## src/nbs_fifo.sv

```systemverilog
`timescale 1ns / 1ps
// Small register queue with push/pop handshakes and an occupancy count.
// Depends on nothing; the word type and depth (a power of two) come in as parameters.
module nbs_fifo #(
    parameter int  DEPTH = 4,
    parameter type t_data = logic
) (
    input  logic                       i_clk,
    input  logic                       i_rst_n,
    input  logic                       i_push,
    input  t_data                      i_data,
    input  logic                       i_pop,
    output t_data                      o_data,
    output logic                       o_full,
    output logic                       o_empty,
    output logic [$clog2(DEPTH+1)-1:0] o_count
);

    localparam int PW = $clog2(DEPTH);
    localparam int CW = $clog2(DEPTH + 1);

    t_data          r_mem [DEPTH];
    logic [PW-1:0]  r_wr_ptr, n_wr_ptr;
    logic [PW-1:0]  r_rd_ptr, n_rd_ptr;
    logic [CW-1:0]  r_count, n_count;
    logic           w_do_push;
    logic           w_do_pop;

    assign o_full    = (r_count == CW'(DEPTH));
    assign o_empty   = (r_count == '0);
    assign o_count   = r_count;
    assign o_data    = r_mem[r_rd_ptr];
    assign w_do_push = i_push && !o_full;
    assign w_do_pop  = i_pop && !o_empty;

    // Pointer and occupancy update.
    always_comb begin
        n_wr_ptr = w_do_push ? r_wr_ptr + 1'b1 : r_wr_ptr;
        n_rd_ptr = w_do_pop ? r_rd_ptr + 1'b1 : r_rd_ptr;
        n_count  = r_count;
        if (w_do_push && !w_do_pop) begin
            n_count = r_count + 1'b1;
        end else if (w_do_pop && !w_do_push) begin
            n_count = r_count - 1'b1;
        end
    end

    always_ff @(posedge i_clk) begin
        if (!i_rst_n) begin
            r_wr_ptr <= '0;
            r_rd_ptr <= '0;
            r_count  <= '0;
        end else begin
            r_wr_ptr <= n_wr_ptr;
            r_rd_ptr <= n_rd_ptr;
            r_count  <= n_count;
        end
    end

    // Storage carries no reset.
    always_ff @(posedge i_clk) begin
        if (w_do_push) begin
            r_mem[r_wr_ptr] <= i_data;
        end
    end

endmodule

```

## config.mk

```make
export PLATFORM = sky130hd
export DESIGN_NAME = nbs_fifo
export DESIGN_NICKNAME = d
export VERILOG_FILES = /design/src/nbs_fifo.sv
export SDC_FILE = /design/constraint.sdc
export NUM_CORES = 1
export LEC_CHECK = 0
export ABC_AREA = 1
export ABC_CLOCK_PERIOD_IN_PS = 5100
export BUFFER_PORTS_ARGS = -buffer_cell sky130_fd_sc_hd__buf_4
export CORE_MARGIN = 5
export CORE_UTILIZATION = 29
export DETAILED_ROUTE_END_ITERATION = 7
export SKIP_CTS_REPAIR_TIMING = 1
export SYNTH_ARGS = -nofsm -noshare
export SYNTH_HDL_FRONTEND = slang
export SYNTH_SLANG_ARGS = --single-unit
```

## constraint.sdc

```tcl
create_clock -name i_clk -period 5.1 [get_ports i_clk]
set_clock_uncertainty 0.05 [all_clocks]
set_input_delay 0.765 -clock i_clk [delete_from_list [all_inputs] [get_ports i_clk]]
set_output_delay 0.765 -clock i_clk [all_outputs]
set_load 0.01 [all_outputs]
```

Word level (Yosys, flattened, before mapping)
Memory sizes are Yosys's and may differ from the RTL's. A register that Yosys moved wholly into a read port is not among the register bits.
Index checks and enable logic that the tools add are counted.

storage, ports and cells
  bits in registers = 7
  bits in latches = 0
  bits in writable memories = 4
  ROM bits = 0
  input port bits = 5
  output and inout port bits = 6
  word-level logic and storage cells = 25
  memories = 1

operators by class
  add/sub/neg operators = 4
  multipliers = 0
  div/mod/pow operators = 0
  $lt $le $gt $ge = 0
  equal/unequal tests = 1
  shift operators = 0
  multiplexer cells = 6
  bitwise operators = 0
  reductions and logical operators = 10

memory list
  memory  depth  bits a word  read ports  clocked after memory_dff  wr ports  line  RTL
  r_mem   4      1            1           1                         1         22    t_data r_mem [DEPTH];

operators with widths
  cell                                              count
  two-way mux 3 bit                                 2
  adder 2 x 1 -> 2 bit, second input constant       2
  logical AND 1 bit                                 4
  logical NOT 1 bit                                 4
  two-way mux 2 bit                                 2
  adder 3 x 1 -> 3 bit, second input constant       1
  == test 3 bit, second input constant              1
  logical NOT 3 bit                                 1
  subtractor 3 x 1 -> 3 bit, second input constant  1
  two-way mux 1 bit                                 2
  nonzero test 2 bit                                1

Logic depth before layout (Yosys ltp)
Gate-level depths: netlist (run 1).

  depth in word-level cells = 7
  depth in mapped cells = 13
  gate-level depth less buffers = 13

Least setup slack after synthesis (run 1)
OpenSTA, ideal clock, no wires.

  path type = input -> register
  start = input i_push
  end = register r_count[2], in the netlist o_count[2]
  setup time = 0.113 ns
  data arrival time = 1.747 ns
  required time = 4.937 ns
  slack = 3.190 ns
  cell stages on the path = 11
  path buffers = 0
  cells stage by stage = nand2_4 -> inv_2 -> ha_1 -> inv_1 -> fa_1 -> inv_1 -> nand2_1 -> nand3_1 -> nand2_1 -> nand2_1 -> nor2_1

between the ends
  word-level cells in the longest chain between the ends = 4
  elaborated cells between the ends (all ways) = 6
  those cells by class = 1 x mux; 5 x reduce/logical

RTL lines
  item                          line  RTL
  start: declaration            10    input logic i_push,
  logical AND 1 bit (*)         33    assign w_do_push = i_push && !o_full;
  named net w_do_push           26    logic w_do_push;
  logical NOT 1 bit             43    end else if (w_do_pop && !w_do_push) begin
  logical AND 1 bit             43
  nonzero test 2 bit (no line)  n/a
  end signal: assignment        56    r_count <= n_count;
  end: declaration              25    logic [CW-1:0] r_count, n_count;

The timed path passes the listed nets; every way through them passes the cells marked *.
A chain may end at the register's enable or synchronous reset.

Final worst setup path (run 1)
  start = register r_count[0], in the netlist o_count[0]
  end = output o_empty

between the ends
  word-level cells in the longest chain between the ends = 1

RTL lines
  item               line  RTL
  logical NOT 3 bit  30    assign o_empty = (r_count == '0);
  end: declaration   15    output logic o_empty,

Every way passes these cells.

==> key figures, run 1 <==
Worst setup path
  • Type of origin of the critical path: flip-flop
  • Reg2reg end: o_count[2]$_SDFFE_PN0P_
  • Worst setup path class: reg -> out
  • Worst setup EP type: output pin
  • Crit Path Max Fanout: 4
  • CP required: 4.28 ns
  • Register-to-Register Setup Slack: 3.22 ns
  • FF-to-FF path depth: 13
  • Worst r2r src: o_count[0]$_SDFFE_PN0P_
  • CP arrival: 1.11 ns

Placed design
  • Routability cong.: 0.766
  • Place WS: 3.00 ns
  • I/O Buffers: 10
  • Placed Instances: 118
  • DP HPWL: 865 um
  • Placed instance area: 769 sq um

Floorplanning
  • Initial Utilization: 30.1%
  • Die area: 3330 sq um
  • Die W: 57.7 um
  • Core Area: 2190 sq um
  • Die Ht: 57.7 um
  • Row count: 17
  • I/O pin count: 11

Clock network
  • CTS tree: built
  • Clock H-tree levels: 1
  • Total clock sinks: 13
  • Worst-Skew Late Latency: 0.28 ns
  • Root buffer cell: clkbuf_4
  • Clk slew on worst S/H paths: 0.08 ns
  • Clk buf depth: 2
  • CTS Buf Count: 3

STA
  • WHS: 0.457 ns
  • Hold Vio Cnt, Final: 0
  • Max frequency: 519 MHz
  • Slew Limit Fails: 0
  • Final period util: 37.8%
  • TNS Setup: 0 ns
  • Slew HR: 83.3%
  • Final critical-path setup slack: 3.17 ns
  • Minimum clock period: 1.93 ns
  • Unrepaired setup endpoints after global routing: no
  • Slew @ Worst Pin: 0.250 ns
  • Final setup fails: 0

Layout
  • Layout area overhead: 20.7%
  • Final Cell Area: 796 sq um
  • # nets final: 106
  • Share of post-route cells with drive strength above 1: 20.2%
  • Commonest cells after routing, fill and taps aside: inv_1, nand2_1, nor2_1
  • Ant diodes: 0
  • Finished Layout Cells: 122
  • Commonest non-fill, non-tap cell in the layout: inv_1
  • Fin util: 36.3%

Yosys
  • #FFs+latches synth: 13
  • Sequential fraction of the synthesis area: 45.5%
  • Yosys cell types: 17
  • Avg Synthesized Cell Area: 8.24 sq um
  • Syn Inst Count: 80
  • Post-Syn Area: 659 sq um
  • Yosys warns: 0
  • Yosys top cell by area: dfxtp_1
  • Post-synth net total: 91
  • Synth top area share: 27.3%
  • Largest cells by area after synthesis: dfxtp_1, edfxtp_1, ha_1

Power
  • PwrDens: 488 nW/um^2
  • Sw Share: 38.8%
  • Worst vdd ir: 0.000216 V
  • Overall power: 0.388 mW
  • Pint: 0.238 mW
  • Reg power frac: 39.9%
  • Clock group share of total power: 16.3%
  • Sw Pwr: 0.151 mW
  • Comb pwr share: 43.8%
  • Leak Pwr: 0.380 nW

Worst hold path
  • Worst Hold Class: reg -> reg
  • Hold path depth: 2
  • Hold EP: r_rd_ptr[0]$_SDFFE_PN0P_
  • Min-delay src: r_rd_ptr[0]$_SDFFE_PN0P_

Route
  • Post-route DRC: 0
  • Drt pass-1 iters: 2
  • Avg WL per Cell: 9.03 um
  • Antenna Nets Post-Route: 0
  • Via count: 502
  • Vias per cell: 4.11
  • Final WL: 1.10 mm
  • Initial drt markers: 4

Outcome
  • Status: complete, no violations

GRT
  • Largest net degree at the start of global routing: 8
  • Vias in the first global route: 449
  • First-pass GRT wire length: 1.85 mm
  • GRT overflow: 0
  • Initial antenna violation count: 0
  • Overall routing resource usage: 7.52%

Flow run
  • Max Cap Viol: 0
[synthesized netlist by cell type, drive strengths merged]
master,instances
nand2,18
inv,17
nor2,14
dfxtp,9
ha,5
a21oi,4
edfxtp,4
nand3,4
a32oi,1
fa,1
nand3b,1
o21ai,1
xor2,1
[worst max-delay path by stage]
stage / startpoint / endpoint / slack [ns] / depth (start not counted)
2_1_floorplan: i_push / o_count[2]$_SDFFE_PN0P_ / 3.19 / 11
3_3_place_gp: i_push / o_count[1]$_SDFFE_PN0P_ / 2.98 / 8
3_5_place_dp: i_push / o_count[2]$_SDFFE_PN0P_ / 3.00 / 12
4_1_cts: o_count[0]$_SDFFE_PN0P_ / o_empty / 3.16 / 4
5_1_grt: o_count[1]$_SDFFE_PN0P_ / o_count[2]$_SDFFE_PN0P_ / 3.02 / 13
6_report: o_count[0]$_SDFFE_PN0P_ / o_empty / 3.17 / 4
[area by class of cell]
cell class / count / area [sq um]
Fill cell: 236 / 1400
Clock buffer: 4 / 26.3
Tap cell: 28 / 35.0
Timing Repair Buffer: 10 / 75.1
Sequential cell: 13 / 300
Multi-Input combinational cell: 50 / 295
Inverter: 17 / 63.8
[routing by layer]
| layer | wire [um] | track usage, % | up-vias |
|---|---|---|---|
| met3 | 62 | 3.12 | 5 |
| met4 | 44 | 6.95 | 0 |
| li1 | - | - | 272 |
| met5 | 0 | 0 | - |
| met1 | 546 | 9.26 | 213 |
| met2 | 449 | 9.68 | 12 |
[kinds of logic (layout without fill, tap and decap cells)]
family,Yosys count,after routing,share of synthesized area (%)
xor+xnor,1,1,1.33
flops,13,13,45.5
fa+ha+maj,6,6,12.5
buf+inv,17,31,9.68
simple gates,37,37,25.8
compound gates,6,6,5.12
[worst max-delay path, stage by stage, from the launching register on]
cell,delay [ns]
dfxtp_1,0.47
nor2_4,0.06
nand2_2,0.11
inv_1,0.05
buf_4,0.13
[power by group through the flow]
stage	combinational, mW	sequential, mW	clock [mW]
after floorplan	0.112	0.158	0
after global placement	0.167	0.158	0
after detailed placement	0.171	0.158	0
after CTS	0.172	0.156	0.0661
after global routing	0.196	0.159	0.0721
final	0.170	0.155	0.0633
Note: power is estimated with default switching activity, not from simulation.
==> inputs of run 2 (changes only) <==
Settings changed: ABC_CLOCK_PERIOD_IN_PS 5100 to 1900.
Clock period 5.1 ns to 1.9 ns, I/O delays scaled along.
==> run 2 against run 1 <==
First-iteration DRC count grew to 2.5 times the previous value. Register-to-register slack got worse by 3.1 ns. Clock power rose to 2.5 times the previous value. Power increased to 2.7 times the previous value. Flip-flop and latch count unchanged. Count of clock-buffer cells in the layout unchanged. Sequential share of layout area decreased by 0.51 points. Utilization increased by 0.80 points. Sequential power grew to 2.6 times the previous value. Combinational power rose to 2.9 times the previous value.
==> key figures, run 2 (synthesized netlist as in run 1, its figures left out) <==
Worst setup path
  • Type of origin of the critical path: flip-flop (unchanged)
  • Crit Path Max Fanout: 5 (was 4)
  • Worst setup path class: reg -> reg (was reg -> out)
  • CP arrival: 1.88 ns (was 1.11 ns)
  • CP required: 2.02 ns (was 4.28 ns)
  • Critical Path Source: o_count[1]$_SDFFE_PN0P_ (was o_count[0]$_SDFFE_PN0P_)
  • FF-to-FF path depth: 13 (unchanged)
  • Reg2reg end: o_count[2]$_SDFFE_PN0P_ (unchanged)
  • Worst r2r src: o_count[1]$_SDFFE_PN0P_ (was o_count[0]$_SDFFE_PN0P_)
  • Register-to-Register Setup Slack: 0.14 ns (was 3.22 ns)
  • Worst setup EP type: flip-flop (was output pin)

Floorplanning
  • Initial Utilization: 30.1% (unchanged)
  • Die Ht: 57.7 um (unchanged)
  • Die W: 57.7 um (unchanged)
  • Core Area: 2190 sq um (unchanged)
  • Row count: 17 (unchanged)
  • I/O pin count: 11 (unchanged)
  • Die area: 3330 sq um (unchanged)

Power
  • PwrDens: 1310 nW/um^2 (was 488 nW/um^2)
  • Overall power: 1.06 mW (was 0.388 mW)
  • Leak Pwr: 0.391 nW (was 0.380 nW)
  • Worst vdd ir: 0.000688 V (was 0.000216 V)

Worst hold path
  • Worst Hold Class: in -> reg (was reg -> reg)
  • Min-delay src: i_data (was r_rd_ptr[0]$_SDFFE_PN0P_)
  • Hold EP: r_mem[2]$_DFFE_PP_ (was r_rd_ptr[0]$_SDFFE_PN0P_)
  • Hold path depth: 1 (was 2)

Layout
  • Area of the multi-input gates: 295 sq um (unchanged)
  • Ant diodes: 0 (unchanged)
  • Layout area overhead: 23.3% (was 20.7%)
  • FILL cells: 221 (was 236)
  • Commonest non-fill, non-tap cell in the layout: inv_1 (unchanged)
  • # nets final: 108 (was 106)
  • Seq. cell area: 303 sq um (was 300 sq um)
  • Share of post-route cells with drive strength above 1: 25.0% (was 20.2%)
  • Commonest cells after routing, fill and taps aside: inv_1, nand2_1, nor2_1 (unchanged)

Clock network
  • Clock H-tree levels: 1 (unchanged)
  • Total clock sinks: 13 (unchanged)
  • Worst-Skew Late Latency: 0.27 ns (was 0.28 ns)
  • Clk slew on worst S/H paths: 0.07 ns (was 0.08 ns)
  • CTS Buf Count: 3 (unchanged)
  • Clk buf depth: 2 (unchanged)
  • CTS tree: built (unchanged)
  • Root buffer cell: clkbuf_4 (unchanged)

Route
  • Via count: 521 (was 502)
  • Vias per cell: 4.20 (was 4.11)
  • Antenna Nets Post-Route: 0 (unchanged)
  • Post-route DRC: 0 (unchanged)
  • Initial drt markers: 10 (was 4)
  • Avg WL per Cell: 8.92 um (was 9.03 um)
  • Final WL: 1.11 mm (was 1.10 mm)
  • Drt pass-1 iters: 4 (was 2)

STA
  • TNS Setup: 0 ns (unchanged)
  • Slew HR: 89.4% (was 83.3%)
  • WHS: 0.170 ns (was 0.457 ns)
  • Final period util: 92.4%
  • Unrepaired setup endpoints after global routing: no (unchanged)
  • Final setup fails: 0 (unchanged)
  • Slew Limit Fails: 0 (unchanged)
  • Slew @ Worst Pin: 0.159 ns (was 0.250 ns)
  • Max frequency: 569 MHz
  • Minimum clock period: 1.76 ns
  • Hold Vio Cnt, Final: 0 (unchanged)

Flow run
  • Max Cap Viol: 0 (unchanged)

GRT
  • GRT overflow: 0 (unchanged)
  • Largest net degree at the start of global routing: 8 (unchanged)
  • Overall routing resource usage: 7.56% (was 7.52%)
  • Vias in the first global route: 487 (was 449)
  • Met1 Resource Use GR: 9.12% (was 9.26%)
  • First-pass GRT wire length: 1.96 mm (was 1.85 mm)
  • Met2 track demand over resource: 11.6% (was 9.68%)
  • Busiest grt layer: met2 (unchanged)
  • Met3 Resource Use GR: 2.90% (was 3.12%)
  • Initial antenna violation count: 0 (unchanged)

Placed design
  • I/O Buffers: 10 (unchanged)
  • DP HPWL: 924 um (was 865 um)
  • Routability cong.: 0.768 (was 0.766)

Outcome
  • Status: complete, no violations (unchanged)
[run 2: cell types whose count changed in the layout (fill, tap and decap cells not counted)]
cell | before | now
o21ai_0 | 1 | 0
dfxtp_1 | 9 | 7
inv_2 | 1 | 2
o21ai_1 | 0 | 1
dfxtp_2 | 0 | 2
buf_4 | 10 | 12
inv_1 | 16 | 15
[run 2: stage by stage]
stage | util (%) | worst slack [ns] | std cells | instance area (sq um)
2_1_floorplan | - | 0.110 | 80 | 659
3_3_place_gp | 35.8 | 0.130 | 120 | 785
3_5_place_dp | 35.8 | 0.105 | 120 | 785
4_1_cts | 37.0 | 0.0828 | 124 | 811
5_1_grt | 37.1 | 0.00207 | 124 | 813
6_report | 37.1 | 0.144 | 124 | 813
[run 2: worst max path at each step]
stage / to / cells after the start
2_1_floorplan: o_count[2]$_SDFFE_PN0P_ / 13
3_3_place_gp: o_count[2]$_SDFFE_PN0P_ / 13
3_5_place_dp: o_count[2]$_SDFFE_PN0P_ / 13
4_1_cts: o_count[2]$_SDFFE_PN0P_ / 13
5_1_grt: o_count[2]$_SDFFE_PN0P_ / 13
6_report: o_count[2]$_SDFFE_PN0P_ / 13
[run 2: final cells by class]
| class | count | area share, % |
|---|---|---|
| multi-input cells | 50 | 36.3 |
| repair buffers | 12 | 11.1 |
| clock buffers | 4 | 3.23 |
| inverters | 17 | 7.85 |
| flip-flops and latches | 13 | 37.2 |
| well taps | 28 | 4.31 |
[run 2: metal layers]
| layer | vias up | part of all wire [%] |
|---|---|---|
| met5 | - | 0 |
| met4 | 0 | 1.7 |
| met3 | 2 | 2.8 |
| met2 | 11 | 45 |
| met1 | 232 | 51 |
| li1 | 276 | - |
[run 2: critical path, cell delays in order (launching register included)]
cell and delay (ns):
dfxtp_2 0.35, nor2_4 0.05, nand2_2 0.10, nand2_4 0.08, inv_2 0.07, ha_1 0.17
inv_1 0.07, fa_1 0.37, inv_1 0.06, nand2_1 0.04, nand3_1 0.10, nand2_1 0.06
nand2_1 0.05, nor2_1 0.03
[run 2: where the power goes]
| group | switching (mW) | internal [mW] |
|---|---|---|
| combinational | 0.272 | 0.224 |
| sequential | 0.0514 | 0.356 |
| clock | 0.0781 | 0.0812 |
| total | 0.401 | 0.662 |
