File: config.mk
export PLATFORM = sky130hd
export DESIGN_NAME = nbs_back
export DESIGN_NICKNAME = d
export VERILOG_FILES = /design/src/nbs_pkg.sv /design/src/nbs_fifo.sv /design/src/nbs_back.sv
export SDC_FILE = /design/constraint.sdc
export NUM_CORES = 2
export LEC_CHECK = 0
export BUFFER_PORTS_ARGS = -buffer_cell sky130_fd_sc_hd__buf_2
export CAP_MARGIN = 30
export CORE_ASPECT_RATIO = 0.9
export CORE_MARGIN = 3
export CORE_UTILIZATION = 55
export DETAILED_ROUTE_END_ITERATION = 12
export MAX_ROUTING_LAYER = met4
export PLACE_DENSITY_LB_ADDON = 0.08
export SYNTH_ARGS = -nofsm -noshare
export SYNTH_HDL_FRONTEND = slang
export SYNTH_MEMORY_MAX_BITS = 65536
export SYNTH_SLANG_ARGS = --single-unit
File: constraint.sdc
create_clock -name i_clk -period 19.7 [get_ports i_clk]
set_input_delay 1.97 -clock i_clk [delete_from_list [all_inputs] [get_ports i_clk]]
set_output_delay 1.97 -clock i_clk [all_outputs]
set_load 0.005 [all_outputs]
File: src/nbs_pkg.sv
`timescale 1ns / 1ps
// Package for the bitmask suppression block: field widths, defaults and the
// packed word types shared by the front, the queues, the back and the top level.
// Depends on nothing.
package nbs_pkg;

    // Field widths fixed by the interface.
    localparam int ROW_W       = 12;
    localparam int WORD_IDX_W  = 6;
    localparam int MASK_W      = 64;
    localparam int BOX_COUNT_W = 13;
    localparam int KEPT_W      = 13;

    // Parameter defaults. WORD_BITS must be a power of two.
    localparam int MAX_BOXES_DEF = 4096;
    localparam int WORD_BITS_DEF = 64;

    // Register reset value and counter ceiling.
    localparam logic [BOX_COUNT_W-1:0] BOX_COUNT_RESET = 13'd4096;
    localparam logic [KEPT_W-1:0]      KEPT_MAX        = 13'd8191;

    // Depth of the queue between front and back and of the result queue.
    localparam int FIFO_DEPTH = 4;

    // One input word.
    typedef struct packed {
        logic [ROW_W-1:0]      row_index;
        logic [WORD_IDX_W-1:0] word_index;
        logic [MASK_W-1:0]     mask_word;
    } t_in_item;

    // One result word.
    typedef struct packed {
        logic [ROW_W-1:0]  box_index;
        logic              kept;
        logic [KEPT_W-1:0] kept_total;
        logic              last_box;
    } t_result;

    // Classified operation handed from the front to the back.
    typedef struct packed {
        logic                  start;    // first word of a row: decide the box
        logic                  clear;    // row 0 begins: empty the store first
        logic                  last;     // box is the last of the run
        logic                  rd_ok;    // addressed store word exists
        logic                  in_span;  // word may be ORed into the store
        logic [ROW_W-1:0]      row;
        logic [WORD_IDX_W-1:0] addr;     // store word to read and update
        logic [WORD_IDX_W-1:0] bit_idx;  // box bit inside its own word
        logic [MASK_W-1:0]     bits;
    } t_op;

endpackage

File: src/nbs_fifo.sv
`timescale 1ns / 1ps
// Small register queue with push/pop handshakes and an occupancy count.
// Depends on nothing; the word type and depth (a power of two) come in as parameters.
module nbs_fifo #(
    parameter int  DEPTH = 4,
    parameter type t_data = logic
) (
    input  logic                       i_clk,
    input  logic                       i_rst_n,
    input  logic                       i_push,
    input  t_data                      i_data,
    input  logic                       i_pop,
    output t_data                      o_data,
    output logic                       o_full,
    output logic                       o_empty,
    output logic [$clog2(DEPTH+1)-1:0] o_count
);

    localparam int PW = $clog2(DEPTH);
    localparam int CW = $clog2(DEPTH + 1);

    t_data          r_mem [DEPTH];
    logic [PW-1:0]  r_wr_ptr, n_wr_ptr;
    logic [PW-1:0]  r_rd_ptr, n_rd_ptr;
    logic [CW-1:0]  r_count, n_count;
    logic           w_do_push;
    logic           w_do_pop;

    assign o_full    = (r_count == CW'(DEPTH));
    assign o_empty   = (r_count == '0);
    assign o_count   = r_count;
    assign o_data    = r_mem[r_rd_ptr];
    assign w_do_push = i_push && !o_full;
    assign w_do_pop  = i_pop && !o_empty;

    // Pointer and occupancy update.
    always_comb begin
        n_wr_ptr = w_do_push ? r_wr_ptr + 1'b1 : r_wr_ptr;
        n_rd_ptr = w_do_pop ? r_rd_ptr + 1'b1 : r_rd_ptr;
        n_count  = r_count;
        if (w_do_push && !w_do_pop) begin
            n_count = r_count + 1'b1;
        end else if (w_do_pop && !w_do_push) begin
            n_count = r_count - 1'b1;
        end
    end

    always_ff @(posedge i_clk) begin
        if (!i_rst_n) begin
            r_wr_ptr <= '0;
            r_rd_ptr <= '0;
            r_count  <= '0;
        end else begin
            r_wr_ptr <= n_wr_ptr;
            r_rd_ptr <= n_rd_ptr;
            r_count  <= n_count;
        end
    end

    // Storage carries no reset.
    always_ff @(posedge i_clk) begin
        if (w_do_push) begin
            r_mem[r_wr_ptr] <= i_data;
        end
    end

endmodule

File: src/nbs_back.sv
`timescale 1ns / 1ps
// Back of the suppression block: the removed-bit store with its valid bits, the
// keep decision, the kept counter and the result queue. Uses nbs_pkg and nbs_fifo.
module nbs_back #(
    parameter int MAX_BOXES = nbs_pkg::MAX_BOXES_DEF,
    parameter int WORD_BITS = nbs_pkg::WORD_BITS_DEF
) (
    input  logic              i_clk,
    input  logic              i_rst_n,
    input  logic              i_op_empty,
    input  nbs_pkg::t_op      i_op,
    output logic              o_op_pop,
    output logic              o_res_empty,
    input  logic              i_res_pop,
    output nbs_pkg::t_result  o_result
);

    localparam int STORE_WORDS = (MAX_BOXES + WORD_BITS - 1) / WORD_BITS;
    localparam int IDX_SPAN    = 2 ** nbs_pkg::WORD_IDX_W;
    localparam int MEM_WORDS   = (STORE_WORDS < IDX_SPAN) ? STORE_WORDS : IDX_SPAN;
    localparam int AW          = (MEM_WORDS > 1) ? $clog2(MEM_WORDS) : 1;
    localparam int FCW         = $clog2(nbs_pkg::FIFO_DEPTH + 1);

    // Store, its valid bits and the registered read.
    logic [WORD_BITS-1:0]        r_mem [MEM_WORDS];
    logic [MEM_WORDS-1:0]        r_valid;
    logic [WORD_BITS-1:0]        r_rd_data;

    // Operation in the decide stage.
    logic                        r_b_valid;
    nbs_pkg::t_op                r_b;

    // Last write, forwarded to the next operation.
    logic                        r_wr_en;
    logic [AW-1:0]               r_wr_addr;
    logic [WORD_BITS-1:0]        r_wr_data;

    logic                        r_kept;
    logic [nbs_pkg::KEPT_W-1:0]  r_kept_cnt;

    logic [AW-1:0]               w_addr;
    logic [WORD_BITS-1:0]        w_cur;
    logic                        w_kept_now;
    logic                        w_wr_en;
    logic [WORD_BITS-1:0]        w_wr_data;
    logic [nbs_pkg::KEPT_W-1:0]  w_cnt_base;
    logic [nbs_pkg::KEPT_W-1:0]  n_kept_cnt;
    logic                        w_res_push;
    nbs_pkg::t_result            w_res;
    logic [FCW-1:0]              w_res_count;
    logic [FCW:0]                w_res_need;

    // Take the next operation only when the result queue has room for it and
    // for the one already in the decide stage.
    assign w_res_need = (FCW + 1)'(w_res_count) + (FCW + 1)'(r_b_valid && r_b.start);
    assign o_op_pop   = !i_op_empty && (w_res_need < (FCW + 1)'(nbs_pkg::FIFO_DEPTH));

    // Current store word with forwarding of the write made as it was read.
    always_comb begin
        w_addr = r_b.addr[AW-1:0];
        if (r_b.clear || !r_b.rd_ok) begin
            w_cur = '0;
        end else if (r_wr_en && (r_wr_addr == w_addr)) begin
            w_cur = r_wr_data;
        end else if (r_valid[w_addr]) begin
            w_cur = r_rd_data;
        end else begin
            w_cur = '0;
        end
    end

    // Keep decision, store update and kept count.
    always_comb begin
        w_kept_now = r_b.start ? !w_cur[r_b.bit_idx[$clog2(WORD_BITS)-1:0]] : r_kept;
        w_wr_en    = r_b_valid && w_kept_now && r_b.in_span && r_b.rd_ok;
        w_wr_data  = w_cur | r_b.bits[WORD_BITS-1:0];
        w_cnt_base = r_b.clear ? '0 : r_kept_cnt;
        n_kept_cnt = w_cnt_base;
        if (w_kept_now && (w_cnt_base < nbs_pkg::KEPT_MAX)) begin
            n_kept_cnt = w_cnt_base + 1'b1;
        end
        w_res_push          = r_b_valid && r_b.start;
        w_res.box_index     = r_b.row;
        w_res.kept          = w_kept_now;
        w_res.kept_total    = n_kept_cnt;
        w_res.last_box      = r_b.last;
    end

    // Control state.
    always_ff @(posedge i_clk) begin
        if (!i_rst_n) begin
            r_b_valid  <= 1'b0;
            r_wr_en    <= 1'b0;
            r_kept     <= 1'b0;
            r_kept_cnt <= '0;
            r_valid    <= '0;
        end else begin
            r_b_valid <= o_op_pop;
            r_wr_en   <= w_wr_en;
            if (w_res_push) begin
                r_kept     <= w_kept_now;
                r_kept_cnt <= n_kept_cnt;
            end
            // A clearing row leaves only the word it writes itself valid.
            if (r_b_valid && r_b.clear) begin
                r_valid <= w_wr_en ? (MEM_WORDS'(1) << w_addr) : '0;
            end else if (w_wr_en) begin
                r_valid[w_addr] <= 1'b1;
            end
        end
    end

    // Payload registers and the store.
    always_ff @(posedge i_clk) begin
        if (o_op_pop) begin
            r_b       <= i_op;
            r_rd_data <= r_mem[i_op.addr[AW-1:0]];
        end
        r_wr_addr <= w_addr;
        r_wr_data <= w_wr_data;
        if (w_wr_en) begin
            r_mem[w_addr] <= w_wr_data;
        end
    end

    // Result queue toward the consumer.
    nbs_fifo #(
        .DEPTH  (nbs_pkg::FIFO_DEPTH),
        .t_data (nbs_pkg::t_result)
    ) u_res_fifo (
        .i_clk   (i_clk),
        .i_rst_n (i_rst_n),
        .i_push  (w_res_push),
        .i_data  (w_res),
        .i_pop   (i_res_pop),
        .o_data  (o_result),
        .o_full  (),
        .o_empty (o_res_empty),
        .o_count (w_res_count)
    );

endmodule

# Yosys cells after proc, flatten, opt, wreduce, memory -nomap -nowiden
# Memories as Yosys holds them, arrays and structs flattened. A register that Yosys moved wholly into a read port is not among the register bits.
# Index checks and enable logic that the tools add are counted.
[op_classes]
addsub = 6
magnitude_cmp = 5
eq_ne = 2
n_shift = 1
muxes = 23
bitwise = 2
n_reduce_logical = 24
[op_table]
columns = ["operator", "n"]
rows = [
  ["2-to-1 mux 64 bit", 6],
  ["OR 64 bit", 2],
  ["left shift 1 x 6 -> 64 bit, first input constant", 1],
  ["2-to-1 mux 13 bit", 2],
  ["< comparator 6 x 7 -> 1 bit, second input constant", 2],
  ["adder 13 x 1 -> 13 bit, second input constant", 1],
  ["logical AND 1 bit", 13],
  ["< comparator 13 bit, second input constant", 1],
  ["binary-select mux 1 bit (select 6 bit)", 2],
  ["2-to-1 mux 1 bit", 8],
  ["logical NOT 1 bit", 7],
  ["demux 1 bit (select 6 bit)", 1],
  ["equality test 6 bit", 1],
  [">= comparator 6 x 1 -> 1 bit, second input constant", 1],
  ["2-to-1 mux 3 bit", 2],
  ["adder 2 x 1 -> 2 bit, second input constant", 2],
  ["adder 3 x 1 -> 4 bit", 1],
  ["< comparator 4 x 3 -> 1 bit, second input constant", 1],
  ["2-to-1 mux 2 bit", 2],
  ["nonzero test 2 bit", 2],
  ["adder 3 x 1 -> 3 bit, second input constant", 1],
  ["equality test 3 bit, second input constant", 1],
  ["logical NOT 3 bit", 1],
  ["subtractor 3 x 1 -> 3 bit, second input constant", 1],
  ["logical OR 1 bit", 1],
]
[word_totals]
reg_bits = 250
ramBits = 4204
out_inout_bits = 29
memories = 2
[mem_list]
columns = ["name", "words", "width", "rd", "rd_clocked_by_memory_dff", "write_ports", "line", "rtl"]
rows = [
  ["r_mem", 64, 64, 1, 1, 1, "nbs_back.sv:25", "logic [WORD_BITS-1:0] r_mem [MEM_WORDS];"],
  ["u_res_fifo.r_mem", 4, 27, 1, 1, 1, "nbs_fifo.sv:22", "t_data r_mem [DEPTH];"],
]

# Depth between registers and ports, before layout
[logic_depth]
word_depth = 14
depth_mapped = 15
mapped_depth_nobuf = 10

# By module
# A second synthesis with hierarchy kept.
[unflattened]
hier_cells = 7154
hier_area_um2 = 172745.7
[modules_own_cells]
columns = ["module", "n_inst", "cells_per_inst", "area_each_um2", "seq_area_each_um2"]
rows = [
  ["nbs_back", 1, 6965, 168345.2, 130715.4],
  ["nbs_fifo", 1, 189, 4400.5, 3423.3],
]

# Least setup slack after synthesis
# Ideal clock, no wire load.
[synth_path]
kind = "input-to-output"
startpoint = "input port i_op_empty"
endpoint = "output port o_op_pop"
arrival_time_ns = 13.891
t_required_ns = 17.730
setup_slack_ns = 3.839
stages = 1
cell_sequence = "a311oi_1"
[synth_via]
elab_chain_len = 2
[synth_rtl]
columns = ["item", "line", "rtl"]
rows = [
  ["start: declaration", "nbs_back.sv:10", "input logic i_op_empty,"],
  ["logical NOT 1 bit", "nbs_back.sv:56", "assign o_op_pop = !i_op_empty && (w_res_need < (FCW + 1)'(nbs_pkg::FIFO_DEPTH));"],
  ["logical AND 1 bit", "nbs_back.sv:56", ""],
  ["end: declaration", "nbs_back.sv:12", "output logic o_op_pop,"],
]
# Every way passes these cells.

# Worst setup path after layout
[layout_path]
startpoint = "register r_b (netlist bit w_addr[0])"
endpoint = "memory r_mem[17][10] (netlist bit) (enable)"
[layout_via]
elab_chain_len = 14
word_cells_on_any_way = 16
cone_classes = "eq/ne: 1; mux: 10; reduce/logical: 5"
[layout_rtl]
columns = ["item", "line", "rtl"]
rows = [
  ["start: declaration", "nbs_back.sv:31", "nbs_pkg::t_op r_b;"],
  ["start signal: assignment", "nbs_back.sv:116", "r_b <= i_op;"],
  ["binary-select mux 1 bit (select 6 bit)", "nbs_back.sv:65", "end else if (r_valid[w_addr]) begin"],
  ["2-to-1 mux 1 bit (implied by the code)", "nbs_back.sv:65", ""],
  ["2-to-1 mux 64 bit", "nbs_back.sv:65", ""],
  ["2-to-1 mux 64 bit", "nbs_back.sv:63", "end else if (r_wr_en && (r_wr_addr == w_addr)) begin"],
  ["2-to-1 mux 64 bit", "nbs_back.sv:61", "if (r_b.clear || !r_b.rd_ok) begin"],
  ["binary-select mux 1 bit (select 6 bit)", "nbs_back.sv:74", "w_kept_now = r_b.start ? !w_cur[r_b.bit_idx[$clog2(WORD_BITS)-1:0]] : r_kept;"],
  ["2-to-1 mux 1 bit (implied by the code)", "nbs_back.sv:74", ""],
  ["logical NOT 1 bit", "nbs_back.sv:74", ""],
  ["2-to-1 mux 1 bit", "nbs_back.sv:74", ""],
  ["logical AND 1 bit (3 in series)", "nbs_back.sv:75", "w_wr_en = r_b_valid && w_kept_now && r_b.in_span && r_b.rd_ok;"],
  ["2-to-1 mux 1 bit", "nbs_back.sv:121", "if (w_wr_en) begin"],
  ["2-to-1 mux 1 bit (implied by the code)", "nbs_back.sv:122", "r_mem[w_addr] <= w_wr_data;"],
  ["end: declaration", "nbs_back.sv:25", ""],
]
# Parallel ways exist; a longest one is shown, timed or not. The select of a mux whose other input is x is not followed.

==> flow_summary.toml <==
[die]
rows = 193
dieWidth_um = 595
pin_count = 126
fp.dieArea_um2 = 319000
start_util = 0.555
die_h_um = 536
core_area_um2 = 309000

[pwr]
clock_power_share = 0.405
sw_frac_of_total = 0.219
power_mw = 20.7
pwr-share-seq = 0.530
p_int_mw = 16.2
ir_drop_v = 0.0000757
p_switching_mw = 4.55
p_per_area_nw_per_um2 = 106
leakage_nw = 60.5
pwr-share-comb = 0.064

[hold_path]
holdPathEnd = "r_valid[56]"
min-delay-start = "r_valid[56]"
whs_path_depth = 2
hp-class = "reg -> reg"

[clock_tree]
cts_made_buffers = 438
cts_tree = "done"
clk_pin_slew_ns = 0.06
cts.repair.resized = 0
cts_hold_buf = 0
clock_path_buffers = 4
clk_latency_ns = 0.98
htree_levels = 5
cts_root_buf = "clkbuf_16"
cts.sinks = 4520
postCtsSetupBuffers = 0

[drt]
dr.first_iter.drc_count = 12611
drc = 0
dr.pass1.iters = 6
viasPerCell = 6.84
vias = 82168
wl_um = 468000
wire_per_inst_um = 39.0
drt.antenna.violating_nets = 0

[timing]
setup_violations = 0
period_share = 0.385
maxSlewHeadroom = 0.252
tightest_slew_ns = 1.12
fin_worst_skew_ns = 0.0495
worst_slack_ns = 12.12
rsz0062_at_grt = "no"
tns_ns = 0
maxSlewViolCount = 0
final_hold_viol_count = 0
min_period_ns = 7.58
whs_ns = 0.449
max_freq_mhz = 132

[placed_design]
numPortBuffers = 125
pre_cts_ws_ns = 11.40
hpwl_um = 259000
place_congestion = 0.873

[synth]
synth_ff_type = "edfxtp_1"
synth_area_um2 = 172000
syn-num-nets = 7125
ys_ff_latch = 4520
synth_edf_count = 4361
syn_inst = 7021
avgSynthCellArea_um2 = 24.4
synth_cell_types = 79
async_flop_share = 0
seq_area_frac_synth = 0.782
ys_warn_count = 0

[critical_path]
crit_fanout = 23
r2r_slack_ns = 12.12
arrival_ns = 8.18
rr_startpoint = "w_addr[0]"
r2r_cells = 14
crit_required_ns = 20.30
start_kind = "flip-flop"
r2r_end = "r_mem[17][10]"
critPathCaptureType = "flip-flop"
crit_type = "reg -> reg"

[grt]
grt_start_max_net_pins = 148
overflow = 0
antenna_found_initial = 26
grt_pass1_vias = 80620
grt_first_pass_wirelength_um = 653000
grt_use_total = 0.305

[layout]
syn_to_final_growth_pct = 13.6
drive_gt1_frac = 0.328
fin_nets = 7632

[flow_run]
cap_violations = 0

[status]
status = "completed"
==> registers in the layout, indices dropped and copies added, names as in the netlist, named ones only <==
signal,flops
r_valid,64
w_addr,6
u_res_fifo.r_mem,108
r_wr_en,1
r_kept_cnt,13
u_res_fifo.r_wr_ptr,2
r_rd_data,64
r_b_valid,1
r_wr_addr,6
r_b,87
r_wr_data,64
u_res_fifo.r_rd_ptr,2
r_kept,1
r_mem,4096
u_res_fifo.o_count,3
==> worst max path at each step <==
| stage | from | depth (start not counted) | slack (ns) | endpoint |
|---|---|---|---|---|
| 2_1_floorplan | i_op_empty | 1 | 3.84 | o_op_pop |
| 3_3_place_gp | i_op[70] | 8 | 11.45 | r_rd_data[42] |
| 3_5_place_dp | i_op[70] | 8 | 11.40 | r_rd_data[29] |
| 4_1_cts | w_addr[0] | 16 | 12.25 | r_mem[59][19] |
| 5_1_grt | w_addr[0] | 16 | 12.04 | r_mem[59][15] |
| 6_report | w_addr[0] | 14 | 12.12 | r_mem[17][10] |
==> Yosys cell counts, drive strengths merged, types with 28 or more instances <==
library cell	count	area share
edfxtp	4361	0.76
mux4	1387	0.18
clkbuf	286	0.0063
dfxtp	159	0.019
nand2	129	0.0028
nor2	99	0.0022
buf	93	0.0024
o21ai	75	0.0022
mux2i	52	0.0030
a221o	39	0.0023
a22oi	37	0.0016
o21bai	28	0.0012
==> layout make-up <==
| type | instances | area [um2] |
|---|---|---|
| diodes | 7 | 17.5 |
| clock buffers | 566 | 11800 |
| clock inverters | 254 | 2570 |
| fillers | 20374 | 114000 |
| inverters | 15 | 56.3 |
| multi-input cells | 2107 | 36700 |
| flip-flops and latches | 4520 | 134000 |
| well taps | 4095 | 5120 |
| repair buffers | 446 | 4450 |
==> per-stage QoR <==
| stage | cells | util | area, um2 |
|---|---|---|---|
| final | 12010 | 0.631 | 195000 |
| after global routing | 12006 | 0.631 | 195000 |
| after global placement | 11109 | 0.578 | 179000 |
| after detailed placement | 11164 | 0.583 | 180000 |
| after floorplan | 7021 | - | 172000 |
| after CTS | 11984 | 0.629 | 194000 |
==> layer usage <==
metal / part of all wire / track usage / wire length, um
met5: 0 / - / 0
met4: 0.038 / 0.0987 / 17800
met3: 0.097 / 0.0549 / 45400
met2: 0.47 / 0.455 / 221000
met1: 0.39 / 0.436 / 184000
==> cell families after synthesis <==
logic type,Yosys count,share of synthesized area
flip-flops,4520,0.782
adder cells (fa/ha/maj),7,0.000554
multiplexers,1448,0.186
buffers and inverters,394,0.00898
AND/OR/NAND/NOR,360,0.0101
XOR/XNOR,18,0.000919
AO/OA/AOI/OAI,274,0.0117
==> cells in the final DEF (no fill, tap or decap), types with 67 or more instances in the layout <==
master	count
buf_2	119
buf_4	243
clkbuf_1	102
clkbuf_16	447
clkinv_1	90
clkinv_2	78
dfxtp_1	158
edfxtp_1	4361
mux4_2	1386
nand2_1	128
nor2_4	67
o21ai_0	71
==> critical path, stage by stage (launching register included) <==
cell and delay [ns]:
edfxtp_1 1.02, inv_1 0.51, mux4_2 0.60, a22oi_1 0.43
nor3b_2 0.44, nand2_1 0.40, o221a_1 0.39, a211oi_1 0.81
o31ai_2 0.12, buf_4 0.24, nand3b_1 0.67, buf_4 0.56
nor2_4 0.05, buf_4 0.36, buf_4 0.44
==> power groups by stage <==
stage / Combinational, mW / Sequential [mW] / Clock [mW]
global route: 1.41 / 11.0 / 8.91
CTS: 1.32 / 11.0 / 8.51
floorplan: 0.798 / 11.2 / 0
finish: 1.33 / 11.0 / 8.40
detailed placement: 1.31 / 11.2 / 0
global placement: 1.25 / 11.2 / 0
Note: power is estimated with default switching activity, not from simulation.
